--- config.mk ---
export PLATFORM = sky130hd
export DESIGN_NAME = cau_sum
export DESIGN_NICKNAME = d
export VERILOG_FILES = /design/src/cau_pkg.sv /design/src/cau_sum.sv
export SDC_FILE = /design/constraint.sdc
export NUM_CORES = 1
export LEC_CHECK = 0
export BUFFER_PORTS_ARGS = -buffer_cell sky130_fd_sc_hd__clkbuf_2
export CORE_AREA = 2 2 253 255
export DETAILED_ROUTE_END_ITERATION = 7
export DIE_AREA = 0 0 255 257
export GPL_ROUTABILITY_DRIVEN = 0
export PLACE_DENSITY = 0.55
export SYNTH_ARGS = -nofsm -noshare
export SYNTH_HDL_FRONTEND = slang
export SYNTH_SLANG_ARGS = --single-unit
--- constraint.sdc ---
create_clock -name clk -period 8.35 [get_ports clk]
set_input_delay 2.0875 -clock clk [delete_from_list [all_inputs] [get_ports clk]]
set_output_delay 2.0875 -clock clk [all_outputs]
set_load 0.005 [all_outputs]
--- src/cau_pkg.sv ---
// Shared types and constants for the complex arithmetic unit.
// No dependencies; imported by every module of the block.
package cau_pkg;

    typedef logic [1:0] op_t;

    localparam op_t OP_ADD = 2'd0;
    localparam op_t OP_SUB = 2'd1;
    localparam op_t OP_MUL = 2'd2;
    localparam op_t OP_DIV = 2'd3;

    // Per-item status that travels alongside the magnitudes
    typedef struct packed {
        logic is_div;
        logic dz;
        logic neg_re;
        logic neg_im;
        logic big_re;
        logic big_im;
    } flags_t;

endpackage

--- src/cau_sum.sv ---
// Sum stage: combine products into exact signed parts and the divisor norm.
// Depends on cau_pkg.
module cau_sum import cau_pkg::*;
#(
    parameter int W = 32
)
(
    input  logic                  clk,
    input  logic                  en,
    input  op_t                   op,
    input  logic signed [2*W-1:0] p_rr,
    input  logic signed [2*W-1:0] p_ii,
    input  logic signed [2*W-1:0] p_ri,
    input  logic signed [2*W-1:0] p_ir,
    input  logic signed [2*W-1:0] p_bb,
    input  logic signed [2*W-1:0] p_cc,
    input  logic signed [W:0]     as_re,
    input  logic signed [W:0]     as_im,
    output op_t                   op_reg,
    output logic signed [2*W:0]   s_re_reg,
    output logic signed [2*W:0]   s_im_reg,
    output logic [2*W-1:0]        den_reg
);

    localparam int MW = 2 * W + 1;

    logic signed [MW-1:0] s_re_next;
    logic signed [MW-1:0] s_im_next;
    logic signed [MW-1:0] rr_x, ii_x, ri_x, ir_x;

    assign rr_x = {p_rr[2*W-1], p_rr};
    assign ii_x = {p_ii[2*W-1], p_ii};
    assign ri_x = {p_ri[2*W-1], p_ri};
    assign ir_x = {p_ir[2*W-1], p_ir};

    // Select the part sums by operation
    always_comb
    begin
        unique case (op)
            OP_ADD, OP_SUB:
            begin
                s_re_next = {{(MW-W-1){as_re[W]}}, as_re};
                s_im_next = {{(MW-W-1){as_im[W]}}, as_im};
            end
            OP_MUL:
            begin
                s_re_next = rr_x - ii_x;
                s_im_next = ri_x + ir_x;
            end
            default:
            begin
                s_re_next = rr_x + ii_x;
                s_im_next = ir_x - ri_x;
            end
        endcase
    end

    always_ff @(posedge clk)
    begin
        if (en)
        begin
            op_reg   <= op;
            s_re_reg <= s_re_next;
            s_im_reg <= s_im_next;
            den_reg  <= p_bb[2*W-1:0] + p_cc[2*W-1:0];
        end
    end

endmodule

==> results of run 1 <==
-- power groups by stage --
stage / combinational (W) / sequential, W / clock (W)
2_1_floorplan: 0.00113 / 0.00137 / 0
3_3_place_gp: 0.00182 / 0.00136 / 0
3_5_place_dp: 0.00183 / 0.00136 / 0
4_1_cts: 0.00184 / 0.00134 / 0.000931
5_1_grt: 0.00203 / 0.00136 / 0.000970
6_report: 0.00185 / 0.00134 / 0.000895
-- worst max path at each step --
stage | start | endpoint
floorplan | p_ii[13] | s_re_reg[63]
global placement | p_ii[11] | s_re_reg[58]
detailed placement | p_ii[11] | s_re_reg[62]
CTS | p_ii[11] | s_re_reg[62]
global route | p_ii[11] | s_re_reg[62]
finish | p_ii[11] | s_re_reg[62]
-- stage by stage --
step | total power [W] | setup slack, ns | area (µm²) | utilization [%]
2_1_floorplan | 0.00250 | 1.44 | 20900 | -
3_3_place_gp | 0.00318 | 0.716 | 25000 | 39.8
3_5_place_dp | 0.00319 | 0.645 | 25000 | 39.8
4_1_cts | 0.00411 | 1.21 | 25600 | 40.7
5_1_grt | 0.00436 | 0.789 | 25600 | 40.8
6_report | 0.00409 | 1.05 | 25600 | 40.8
-- metal layers --
layer | GRT usage (%) | vias to the layer above
met5 | 0 | -
met2 | 41.6 | 826
li1 | - | 10400
met1 | 29.9 | 10200
met4 | 8.19 | 18
met3 | 6.20 | 126
-- kinds of logic after synthesis --
logic type / after synthesis / synth area share (%)
AOI/OAI and AO/OA: 839 / 25.1
xor gates and xnor gates: 284 / 11.9
adders and majority gates: 196 / 11.8
buffers and inverters: 166 / 3.05
DFF: 196 / 28.1
muxes: 59 / 3.15
and+or+nand+nor: 710 / 16.9
-- Yosys cell counts, types with 25 or more instances --
master	n	area, µm²
ha_1	193	2410
nand2_1	183	687
nor3_1	66	330
a21o_1	118	886
a31oi_1	33	206
o21bai_1	39	293
mux2_2	54	608
clkbuf_1	94	353
inv_1	67	251
edfxtp_1	196	5890
xor2_1	132	1160
nor2_1	166	623
a21oi_1	265	1330
o31ai_1	30	225
nand3_1	51	255
nor2b_1	30	188
o21a_1	28	210
and3_1	25	156
o21ai_0	190	951
xnor2_1	152	1330
nand4_1	48	300
-- cell type report --
type	count	area [µm²]
Fill cell	6368	37200
Multi-Input combinational cell	2088	14400
Sequential cell	196	5890
Timing Repair Buffer	662	3370
Tap cell	846	1060
Clock buffer	18	429
Inverter	67	251
Clock inverter	14	159
Antenna cell	9	22.5
==> results.cfg, run 1 <==
[logic_synthesis]
synthArstFlopShare_pct = 0
syn_avg_cell_area_um2 = 8.54
syn-num-nets = 3100
synth_cell_types = 71
synth-seq-cells = 196
synth_edf_count = 196
synth-seq-area-share_pct = 28.1
synthFlopType = edfxtp_1
synth_warnings = 0
synthesis.instances = 2450
syn_area_um2 = 20900

[critical_path]
crit_fanout = 7
cp.required_ns = 8.54
cp-end-kind = flip-flop
worst-path-buf-inv = 1
critical_path.startpoint_type = primary input
path_cells = clkbuf_2 > or4_4 > or3_4 > or4_4 > or3_1 > o41ai_1 > xor2_1 > ha_1 > and3_1 > and3_1 > nand3_1 > a31oi_1 > o311ai_0 > o21ai_0 > a21oi_1 > o31ai_1 > xnor2_1 > o21ai_0
crit_cells = 18
crit_type = primary input to flip-flop
cp_slowest_cell = or4_4
slowest_delay_ns = 0.53
arrival_ns = 7.49
critical_path.top_delay_family = simple AND/OR/NAND/NOR gates

[sta]
max_freq_ghz = 0.137
worst_pin_slew_ns = 1.04
timing.hold.ws_ns = 1.87
hold_viol_final = 0
period_needed_ns = 7.30
final-setup-viol-count = 0
rsz0062_at_grt = false
setup_tns_ns = 0
period_share_pct = 87.4
maxSlewHeadroom_pct = 29.2
maxSlewViolCount = 0

[power_and_ir_drop]
swShare_pct = 39.1
clock_power_share_pct = 21.9
pwr-share-comb_pct = 45.3
p_sw_w = 0.00160
leakage_nw = 11.3
p_int_w = 0.00249
p_per_area_nw_per_um2 = 160
p_seq_share_pct = 32.8
peakVddDrop_v = 0.000166

[hold_path]
min-delay-start = as_re[29]
hold_class = primary input to flip-flop
holdPathEnd = s_re_reg[29]
holdPathStages = 3

[route]
post-route-drc-count = 0
wl_met2_um = 40200
top_layer = met5
wire_per_inst_um = 21.2
wl_met3_um = 5900
ant_nets = 0
dr.pass1.iters = 5
first_iter_violations = 1532
drt_wl_total_um = 82600
via_per_inst = 5.52
drt-met1-wl_um = 34200
dr_total_vias = 21500

[grt]
grt_pass1_vias = 21100
antenna_found_initial = 20
grt_util_all_layers_pct = 24.5
grt_pass1_wl_um = 124000
gr-total-overflow = 0
grt_start_max_net_pins = 114

[final_layout]
final_common_cell = clkbuf_2
synthToLayoutAreaGrowth_pct = 22.3
finalNonFillerCells = 3900
final_cell_mix = clkbuf_2, a21oi_1, edfxtp_1
fin_nets = 3682
drive_above_1_share_pct = 25.6

[floorplan]
die_y_um = 257
ioPinCount = 650
die_area_um2 = 65500
coreArea_um2 = 62700
initial_core_util_pct = 33.3
rows = 92
dieWidth_um = 255

[place]
port_buffers = 649
dp.cells = 3859
dp_hpwl_um = 69000

[flow_run]
cap_violations = 0

[clock_network]
post_cts_resized = 0
hold_buffers = 0
cts_tree = yes
cts_buffers = 17
cts.sinks = 196
clock_path_buffers = 2
cts_htree_levels = 4
cts_root_buf = clkbuf_16
clk_pin_slew_ns = 0.08
postCtsSetupBuffers = 0

[status]
status = complete, no violations
No activity file was read; power rests on OpenSTA's default activity.
==> run 2: changes to the inputs <==
- CORE_AREA: 2 2 253 255 -> unset
- CORE_MARGIN: unset -> 2
- CORE_UTILIZATION: unset -> 25
- DIE_AREA: 0 0 255 257 -> unset
- PLACE_DENSITY: 0.55 -> 0.44
==> run 2 against run 1 <==
  * Wire length is 10% higher
  * Non-clock buffer count is 5 higher
  * Sequential cell count stayed put
  * Critical path depth is 2 lower
  * Largest power group unchanged
==> results.cfg, run 2 (same netlist as run 1, synthesis figures left out) <==
[hold_path]
hold_class = primary input to flip-flop

[route]
drt_wl_total_um = 91000
post-route-drc-count = 0
via_per_inst = 5.11
dr.pass1.iters = 5
dr_total_vias = 21100
ant_nets = 0
first_iter_violations = 1191
wire_per_inst_um = 22.0

[critical_path]
path_cells = clkbuf_2 > or4_1 > nor3_1 > and3_1 > a21oi_1 > xor2_1 > ha_1 > nand4_1 > nor3_1 > a21oi_1 > a21oi_1 > a31oi_1 > a2111oi_0 > o21ai_0 > or4_1 > nand3b_1
cp-startpoint = p_ri[5]
crit_top_cell = a21oi_1
cp_slowest_cell = a2111oi_0
crit_type = primary input to flip-flop
cp.required_ns = 8.73
worst-path-buf-inv = 1
cp-endpoint = s_im_reg[60]
crit_fanout = 7
crit_cells = 16
critical_path.top_delay_family = simple AND/OR/NAND/NOR gates
cp-end-kind = flip-flop
critical_path.startpoint_type = primary input
arrival_ns = 7.65
slowest_delay_ns = 0.76

[clock_network]
hold_buffers = 0
postCtsSetupBuffers = 0
cts_tree = yes
clk_pin_slew_ns = 0.08
cts.sinks = 196
cts_root_buf = clkbuf_16
cts_buffers = 17
cts_htree_levels = 4
clock_path_buffers = 2
post_cts_resized = 0

[sta]
period_needed_ns = 7.26
worst_pin_slew_ns = 1.07
period_share_pct = 87.0
setup_tns_ns = 0
rsz0062_at_grt = false
hold_viol_final = 0
final-setup-viol-count = 0
maxSlewHeadroom_pct = 28.6
max_freq_ghz = 0.138
maxSlewViolCount = 0

[final_layout]
fillers = 9079
fin_nets = 3687
synthToLayoutAreaGrowth_pct = 23.7
final_cell_mix = clkbuf_2, a21oi_1, edfxtp_1
final_common_cell = clkbuf_2
drive_above_1_share_pct = 25.6
fin_area_um2 = 25900

[flow_run]
cap_violations = 0

[place]
port_buffers = 649
dp_hpwl_um = 76300
dpl_cell_area_um2 = 25300

[floorplan]
rows = 106
coreArea_um2 = 83300
initial_core_util_pct = 25.1
die_y_um = 293
die_area_um2 = 86000
dieWidth_um = 293
ioPinCount = 650

[grt]
grt_util_all_layers_pct = 20.5
grt_pass1_wl_um = 132000
grt_pass1_vias = 20900
gr-total-overflow = 0
grt_start_max_net_pins = 119
antenna_found_initial = 23

[power_and_ir_drop]
p_total_w = 0.00410
peakVddDrop_v = 0.000164
p_per_area_nw_per_um2 = 158
leakage_nw = 11.3

[status]
status = complete, no violations
run 2: worst min-delay path: cells and delay by family:
kind / cells / cell delay (ns)
and+or+nand+nor: 1 / 0.04
buffers and inverters: 1 / 0.08
AOI/OAI and AO/OA: 1 / 0.06
run 2: where the power goes:
group | leakage [nW] | internal, W | switching [W]
combinational | 9.08 | 0.000778 | 0.00112
clock | 0.264 | 0.000406 | 0.000447
sequential | 1.92 | 0.00129 | 0.0000528
run 2: per-stage QoR:
step | setup WS [ns] | hold WS (ns) | util, % | std cells
after floorplan | 1.44 | 2.19 | - | 2450
after global placement | 0.600 | 2.38 | 30.4 | 4098
after detailed placement | 0.603 | 2.38 | 30.4 | 4098
after CTS | 1.17 | 1.80 | 31.0 | 4128
after global routing | 0.674 | 1.82 | 31.1 | 4137
final | 1.09 | 1.85 | 31.1 | 4139
run 2: area by class of cell:
| type | instances | area [µm²] | area share, % |
|---|---|---|---|
| antenna | 11 | 27.5 | 0.106 |
| clock buffer | 17 | 425 | 1.64 |
| multi-input combinational | 2088 | 14400 | 55.7 |
| timing repair buffer | 667 | 3410 | 13.2 |
| clock inverter | 13 | 109 | 0.421 |
| tap | 1080 | 1350 | 5.22 |
| sequential | 196 | 5890 | 22.7 |
| inverter | 67 | 251 | 0.972 |
run 2: worst min-delay path by stage:
stage	start	to	slack (ns)	cells after the start
floorplan	op[0]	op_reg[0]	2.19	0
global placement	p_cc[0]	den_reg[0]	2.38	2
detailed placement	p_cc[0]	den_reg[0]	2.38	2
CTS	as_re[5]	s_re_reg[5]	1.80	3
global route	as_re[5]	s_re_reg[5]	1.82	3
finish	as_re[5]	s_re_reg[5]	1.85	3
run 2: layer usage:
layer | GRT usage (%) | vias to the layer above | wire [µm]
met5 | 0 | - | 134
met4 | 6.66 | 20 | 2300
met3 | 5.42 | 104 | 5840
met2 | 35.4 | 653 | 44200
met1 | 24.5 | 9975 | 38600
li1 | - | 10400 | -
