<file path="config.mk">
export PLATFORM = sky130hd
export DESIGN_NAME = cau_div
export DESIGN_NICKNAME = d
export VERILOG_FILES = /design/src/cau_pkg.sv /design/src/cau_div.sv
export SDC_FILE = /design/constraint.sdc
export NUM_CORES = 1
export LEC_CHECK = 0
export ABC_AREA = 1
export BUFFER_PORTS_ARGS = -buffer_cell sky130_fd_sc_hd__buf_2
export CAP_MARGIN = 25
export CORE_UTILIZATION = 30
export CTS_CLUSTER_SIZE = 16
export DETAILED_ROUTE_END_ITERATION = 8
export HOLD_SLACK_MARGIN = 0.08
export PLACE_DENSITY_LB_ADDON = 0.25
export SLEW_MARGIN = 20
export SYNTH_ARGS = -nofsm -noshare
export SYNTH_HDL_FRONTEND = slang
export SYNTH_SLANG_ARGS = --single-unit
</file>
<file path="constraint.sdc">
create_clock -name clk -period 4.7 [get_ports clk]
set_input_delay 0.705 -clock clk [delete_from_list [all_inputs] [get_ports clk]]
set_output_delay 0.705 -clock clk [all_outputs]
set_load 0.005 [all_outputs]
</file>
<file path="src/cau_pkg.sv">
// Shared types and constants for the complex arithmetic unit.
// No dependencies; imported by every module of the block.
package cau_pkg;

    typedef logic [1:0] op_t;

    localparam op_t OP_ADD = 2'd0;
    localparam op_t OP_SUB = 2'd1;
    localparam op_t OP_MUL = 2'd2;
    localparam op_t OP_DIV = 2'd3;

    // Per-item status that travels alongside the magnitudes
    typedef struct packed {
        logic is_div;
        logic dz;
        logic neg_re;
        logic neg_im;
        logic big_re;
        logic big_im;
    } flags_t;

endpackage

</file>
<file path="src/cau_div.sv">
// One restoring-division step: decides a single quotient bit for both parts.
// Depends on cau_pkg.
module cau_div import cau_pkg::*;
#(
    parameter int W    = 32,
    parameter int F    = 16,
    parameter int STEP = 0
)
(
    input  logic           clk,
    input  logic           en,
    input  logic [2*W+F:0] rem_re,
    input  logic [2*W+F:0] rem_im,
    input  logic [W:0]     q_re,
    input  logic [W:0]     q_im,
    input  logic [2*W-1:0] den,
    input  flags_t         flags,
    output logic [2*W+F:0] rem_re_reg,
    output logic [2*W+F:0] rem_im_reg,
    output logic [W:0]     q_re_reg,
    output logic [W:0]     q_im_reg,
    output logic [2*W-1:0] den_reg,
    output flags_t         flags_reg
);

    localparam int NW = 2 * W + 1 + F;
    localparam int CW = NW + W + 1;
    localparam int QW = W + 1;

    logic [CW-1:0] dsh;
    logic          ge_re, ge_im;

    // Trial subtract of the shifted divisor; pass-through for other ops
    assign dsh   = CW'(den) << STEP;
    assign ge_re = flags.is_div && (CW'(rem_re) >= dsh);
    assign ge_im = flags.is_div && (CW'(rem_im) >= dsh);

    always_ff @(posedge clk)
    begin
        if (en)
        begin
            rem_re_reg <= ge_re ? NW'(CW'(rem_re) - dsh) : rem_re;
            rem_im_reg <= ge_im ? NW'(CW'(rem_im) - dsh) : rem_im;
            q_re_reg   <= q_re | (QW'(ge_re) << STEP);
            q_im_reg   <= q_im | (QW'(ge_im) << STEP);
            den_reg    <= den;
            flags_reg  <= flags;
        end
    end

endmodule

</file>
==> metrics.txt, run 1 <==
Post-DRT Antenna Nets=0; Reg clk slew, reported paths=~0.060 ns; post-cts sizing count=0; initial antenna violation count=14; Simple-Gate Fraction of Synth Area=0.419; Syn Inst Count=4300; syn nets=about 4700; Mapped Area=about 0.027 sq mm; sequence of cells on the critical path=buf_2 > inv_1 > ha_1 > nand2_1 > nor2_1 > nand3_1 > nand3_2 > nand2_1 > nand2_1 > nand2_1 > nand3_1 > nand2_2 > nand2_4 > nand2_4 > buf_12 > nand2_1 > nand2_1; Worst setup SP type=input pin; WL/cell=around 21 um; Slowest-stage cell, CP=ha_1; hold path depth=1; DRT iter0 DRCs=between 2000 and 2500; layout cells sized above 1=0.158; Setup TNS Final=0 ns; Adder-Cell Fraction of Synth Area=0.0618; final worst setup slack=around 1.1 ns; most common cell after layout, fill and taps aside=nand2_1; number of fill cells in the layout=just under 10000; main combinational cell family by area after synthesis=simple AND/OR/NAND/NOR gates; Port Buffers=about 600; HPWL Detailed=around 110000 um; Hold/Removal Path Class=in2reg; worst hold endpoint=flags_reg[0]$_DFFE_PP_; post-route minimum period=around 3.6 ns; Congestion Overflow GR=0; CTS Root Buffer Type=clkbuf_16; design area=approximately 0.032 sq mm; clock sink count=roughly 300; ys flop type=edfxtp_1; pwr dens=277 mW/mm^2; Slew Limit Fails=0; H-tree Lvls=2; Critical path buffers and inverters=3; Tot GR Track Use=0.282; die footprint=between 0.08 and 0.09 sq mm; max cap viols=0; Worst path most repeated cell=nand2_1; Pleak=18.0 nW; DP Worst Slack=~0.55 ns; kind of critical path=in2reg; Worst Max-Slew Pin Slew=between 0.9 and 1 ns; outcome=finished clean; Synth Area per Inst=just over 6 sq um; floorplan row count=between 100 and 150; number of enable flip-flop cells after synthesis=298; area of the multi-input gates=between 0.01 and 0.015 sq mm; mux contribution to synthesized area=0; placed cell areas=0.0309 sq mm; fin crit share=0.759; routability congestion estimate=1.06; DR pass1 iterations=6; # setup viols final=0; via/cell ratio=approximately 4.7; DR vias=28500; Compound-Gate Fraction of Synth Area=0.0186; Layout Nets=between 5000 and 6000; TritonCTS clock tree=yes; pin count of the biggest net entering global routing=75; FFs w/ async S/R, synth=0; Core Area=between 0.08 and 0.09 sq mm; Layout area overhead=20.6%; post-CTS setup buffer count=0; crit-path leading delay family=simple AND/OR/NAND/NOR gates; Yosys reg bits=298; Register Area=0.00895 sq mm; CTS Buf Count=36; worst vdd ir=roughly 230 uV; CTS hold repair buffers=0; num ports=598; crit end category=register; final WL=about 130000 um; Die W=300 um; crit-path max cell delay=around 0.46 ns; Arrival @ worst endpoint=just under 4 ns; DRC=0; Max-slew headroom=0.376; worst-path fanout max=between 50 and 60; Post-Synth XOR/XNOR Area=0.0228; first-pass GRT wire length=183000 um; commonest non-fill, non-tap cells in the layout=1994 x nand2_1, 881 x inv_1, 595 x buf_2, 362 x nor2_1, 298 x edfxtp_1; Netlist cell types=29; initial core utilization=0.304; Final Power=roughly 9 mW; Hold Startpoint=flags[0]; Fmax=between 0.2 and 0.3 GHz; chip height=300 um; final hold violations=0; number of synthesis warnings=0; RSZ-0062 raised after global routing=false; clk buf depth=3; sequential cell area fraction in the yosys report=0.337; data required time of the worst path=~5 ns; number of global-route vias before repair=roughly 28000
## cells by family (layout without fill, tap and decap cells)
kind of cell	count (synthesis)	in the layout
AOI/OAI and AO/OA	92	92
DFF	298	298
buffers and inverters	961	1595
and+or+nand+nor	2750	2750
other	0	3
xor gates and xnor gates	69	69
adders and majority gates	130	130
## layer usage
| metal | GRT usage | share of wire |
|---|---|---|
| met1 | 0.348 | 0.41 |
| met2 | 0.485 | 0.47 |
| met3 | 0.0377 | 0.062 |
| met4 | 0.131 | 0.051 |
| met5 | 0 | 0.00039 |
## where the power goes
| part | internal (mW) | switching, mW |
|---|---|---|
| registers | 3.24 | 0.0833 |
| logic | 0.876 | 1.92 |
| clock network | 1.53 | 1.23 |
| total | 5.65 | 3.23 |
## synthesized netlist by cell type (12+ instances only)
cell      count  share of area
nand2_1    1994           0.28
inv_1       881           0.12
nor2_1      362          0.051
edfxtp_1    298           0.34
nand3_1     231          0.044
ha_1        128          0.060
a21oi_1      76          0.014
xor2_1       66          0.022
nand4_1      53          0.012
inv_2        37         0.0052
nor2_2       31         0.0073
nor3_1       23         0.0043
buf_2        17         0.0032
buf_6        12         0.0051
nand3_2      12         0.0045
## metrics by stage
step | std cells | util | hold WS, ns
3_3_place_gp | 6025 | 0.354 | 0.881
5_1_grt | 6091 | 0.367 | 0.265
3_5_place_dp | 6025 | 0.354 | 0.883
6_report | 6092 | 0.367 | 0.295
2_1_floorplan | 4300 | - | 0.804
4_1_cts | 6089 | 0.367 | 0.254
## how the worst max path moves through the flow
stage | to | cells past startpoint | slack [ns] | startpoint
3_3_place_gp | rem_re_reg[57]$_DFFE_PP_ | 17 | 0.56 | den[1]
4_1_cts | rem_re_reg[57]$_DFFE_PP_ | 17 | 1.19 | den[1]
6_report | rem_re_reg[57]$_DFFE_PP_ | 17 | 1.13 | den[1]
2_1_floorplan | rem_im_reg[35]$_DFFE_PP_ | 18 | 2.08 | den[7]
5_1_grt | rem_re_reg[57]$_DFFE_PP_ | 17 | 0.97 | den[1]
3_5_place_dp | rem_re_reg[57]$_DFFE_PP_ | 17 | 0.55 | den[1]
## layout make-up
cell class | count | share of cell area
diodes | 3 | 0.000234
clock buffers | 39 | 0.0285
clock inverters | 25 | 0.00649
inverters | 918 | 0.108
multi-input cells | 3041 | 0.433
flip-flops and latches | 298 | 0.279
well taps | 1155 | 0.0451
repair buffers | 613 | 0.0998
(Power assumes the default switching activity.)
==> run 2, diff against run 1 <==
clock period = 3 ns   (was 4.7 ns; I/O delays follow)
==> run 2 against run 1 <==
First-iteration DRC count rose by 1.7%; wire length rose by 6.6%; flip-flop and latch count is the same; cell count up 12%; combinational power up 95%; global-route usage is 1.7 points higher; sequential power rose by 56%; via count increased by 8.0%; clock power up 66%; clock-buffer cell count up 2.
==> metrics.txt, run 2 (synthesis results as in run 1) <==
commonest non-fill, non-tap cells in the layout=1990 x nand2_1, 879 x inv_1, 595 x buf_2, 583 x buf_4, 362 x nor2_1 (was 1994 x nand2_1, 881 x inv_1, 595 x buf_2, 362 x nor2_1, 298 x edfxtp_1); crit-path max cell delay=0.55 ns (was 0.46 ns); # setup viols final=0 (unchanged); Worst Max-Slew Pin Slew=0.924 ns (was 0.936 ns); DR pass1 iterations=6 (unchanged); final WL=138000 um (was 129000 um); Pleak=21.5 nW (was 18.0 nW); Die W=300 um (unchanged); CTS Buf Count=37 (was 36); crit-path leading delay family=simple AND/OR/NAND/NOR gates (unchanged); routability congestion estimate=1.02 (was 1.06); chip height=300 um (unchanged); Worst path most repeated cell=nand2_1 (unchanged); TritonCTS clock tree=yes (unchanged); number of fill cells in the layout=9589 (was 9750); Congestion Overflow GR=0 (unchanged); Post-Place Cells=6610 (was 6025); Arrival @ worst endpoint=3.30 ns (was 3.86 ns); final worst setup slack=0.0290 ns (was 1.13 ns); most common cell after layout, fill and taps aside=nand2_1 (unchanged); pin count of the biggest net entering global routing=98 (was 75); Layout Nets=6050 (was 5338); Max-slew headroom=0.383 (was 0.376); Post-DRT Antenna Nets=0 (unchanged); HPWL Detailed=119000 um (was 113000 um); Reg clk slew, reported paths=0.06 ns (about the same); outcome=finished clean (unchanged); hold path depth=1 (unchanged); design area=0.0380 sq mm (was 0.0320 sq mm); Hold/Removal Path Class=in2reg (unchanged); post-CTS setup buffer count=0 (unchanged); kind of critical path=in2reg (unchanged); DRC=0 (unchanged); Setup TNS Final=0 ns (unchanged); Slew Limit Fails=0 (unchanged); clock sink count=298 (unchanged); RSZ-0062 raised after global routing=false (unchanged); WL/cell=20.3 um (was 21.2 um); clk buf depth=3 (unchanged); Tot GR Track Use=0.299 (was 0.282); crit end category=register (unchanged); placed cell areas=0.0355 sq mm (was 0.0309 sq mm); DR vias=30800 (was 28500); layout cells sized above 1=0.244 (was 0.158); CTS Root Buffer Type=clkbuf_16 (unchanged); number of global-route vias before repair=30400 (was 27700); fin crit share=0.990; Core Area=0.0873 sq mm (unchanged); pwr dens=401 mW/mm^2 (was 277 mW/mm^2); floorplan row count=108 (unchanged); DP Worst Slack=-0.324 ns (was 0.554 ns); Critical path buffers and inverters=4 (was 3); via/cell ratio=4.52 (was 4.68); DRT iter0 DRCs=2157 (was 2120); post-route minimum period=2.97 ns; Slowest-stage cell, CP=dlygate4sd3_1 (was ha_1); sequence of cells on the critical path=dlygate4sd3_1 > buf_2 > inv_2 > ha_1 > nand2_1 > nor2_1 > buf_4 > nand2_1 > nand2_1 > nand2_1 > nand2_1 > nand2_1 > nand3_1 > nand2_1 > nand3_1 > nand2_1 (was buf_2 > inv_1 > ha_1 > nand2_1 > nor2_1 > nand3_1 > nand3_2 > nand2_1 > nand2_1 > nand2_1 > nand3_1 > nand2_2 > nand2_4 > nand2_4 > buf_12 > nand2_1 > nand2_1); Critical Path Stages=16 (was 17); final hold violations=0 (unchanged); initial core utilization=0.304 (unchanged); hold_ws=0.103 ns (was 0.295 ns); die footprint=0.0897 sq mm (unchanged); data required time of the worst path=3.33 ns (was 4.99 ns); worst vdd ir=424 uV (was 233 uV); Fmax=around 0.34 GHz; initial antenna violation count=13 (was 14); Finished Layout Cells=6807 (was 6092); worst hold endpoint=den_reg[25]$_DFFE_PP_ (was flags_reg[0]$_DFFE_PP_); max cap viols=0 (unchanged); H-tree Lvls=2 (unchanged); worst-path fanout max=4 (was 51); Layout area overhead=43.0% (was 20.6%); Port Buffers=597 (unchanged); num ports=598 (unchanged); Hold Startpoint=den[25] (was flags[0]); first-pass GRT wire length=194000 um (was 183000 um); Worst setup SP type=input pin (unchanged)
==> run 2: cell types whose count changed in the layout (fill, tap and decap cells not counted), sizes merged <==
| cell | change |
|---|---|
| buf | +585 |
| dlygate4sd3 | +125 |
| clkbuf | +2 |
| inv | +2 |
| a21oi | +1 |
| bufinv | +1 |
| clkinv | -1 |
| clkinvlp | -1 |
| diode | +1 |
==> run 2: routing by layer <==
metal  share of wire  wire length, um  track usage  vias up
met5         0.00051               70            0        -
met1            0.41            56700        0.361    14000
met2            0.49            67800        0.539      970
li1                -                -            -    15600
met3           0.060             8210       0.0444      195
met4           0.037             5130       0.0999       12
==> run 2: cell type report <==
type / instances / area, sq um / area share
well taps: 1155 / 1450 / 0.0380
clock buffers: 41 / 962 / 0.0253
repair buffers: 1323 / 9000 / 0.237
inverters: 918 / 3450 / 0.0907
flip-flops and latches: 298 / 8950 / 0.236
clock inverters: 26 / 248 / 0.00652
diodes: 4 / 10.0 / 0.000263
multi-input cells: 3042 / 13900 / 0.367
==> run 2: what timing repair did <==
item                       in CTS  in global routing
setup endpoints to repair       0                144
hold buffers                  125                  0
hold endpoints to repair      125                  0
gates resized for setup         0                 13
==> run 2: how the worst max path moves through the flow <==
stage,from,endpoint,slack (ns)
global route,den[8],rem_re_reg[19]$_DFFE_PP_,0.0004
floorplan,den[7],rem_im_reg[35]$_DFFE_PP_,0.63
finish,den[9],rem_re_reg[36]$_DFFE_PP_,0.03
global placement,den[0],rem_im_reg[50]$_DFFE_PP_,-0.32
CTS,den[8],rem_im_reg[43]$_DFFE_PP_,0.003
detailed placement,den[0],rem_im_reg[50]$_DFFE_PP_,-0.32
==> run 2: power by group <==
part / internal, mW / total, mW / switching (mW)
Combinational: 2.19 / 5.43 / 3.24
Sequential: 5.08 / 5.21 / 0.130
Clock: 2.60 / 4.58 / 1.97
Total: 9.87 / 15.2 / 5.35
==> run 2: per-stage QoR <==
stage | utilization | power (mW)
3_5_place_dp | 0.406 | 10.5
5_1_grt | 0.435 | 16.0
3_3_place_gp | 0.406 | 10.5
6_report | 0.435 | 15.2
4_1_cts | 0.434 | 15.3
2_1_floorplan | - | 7.61
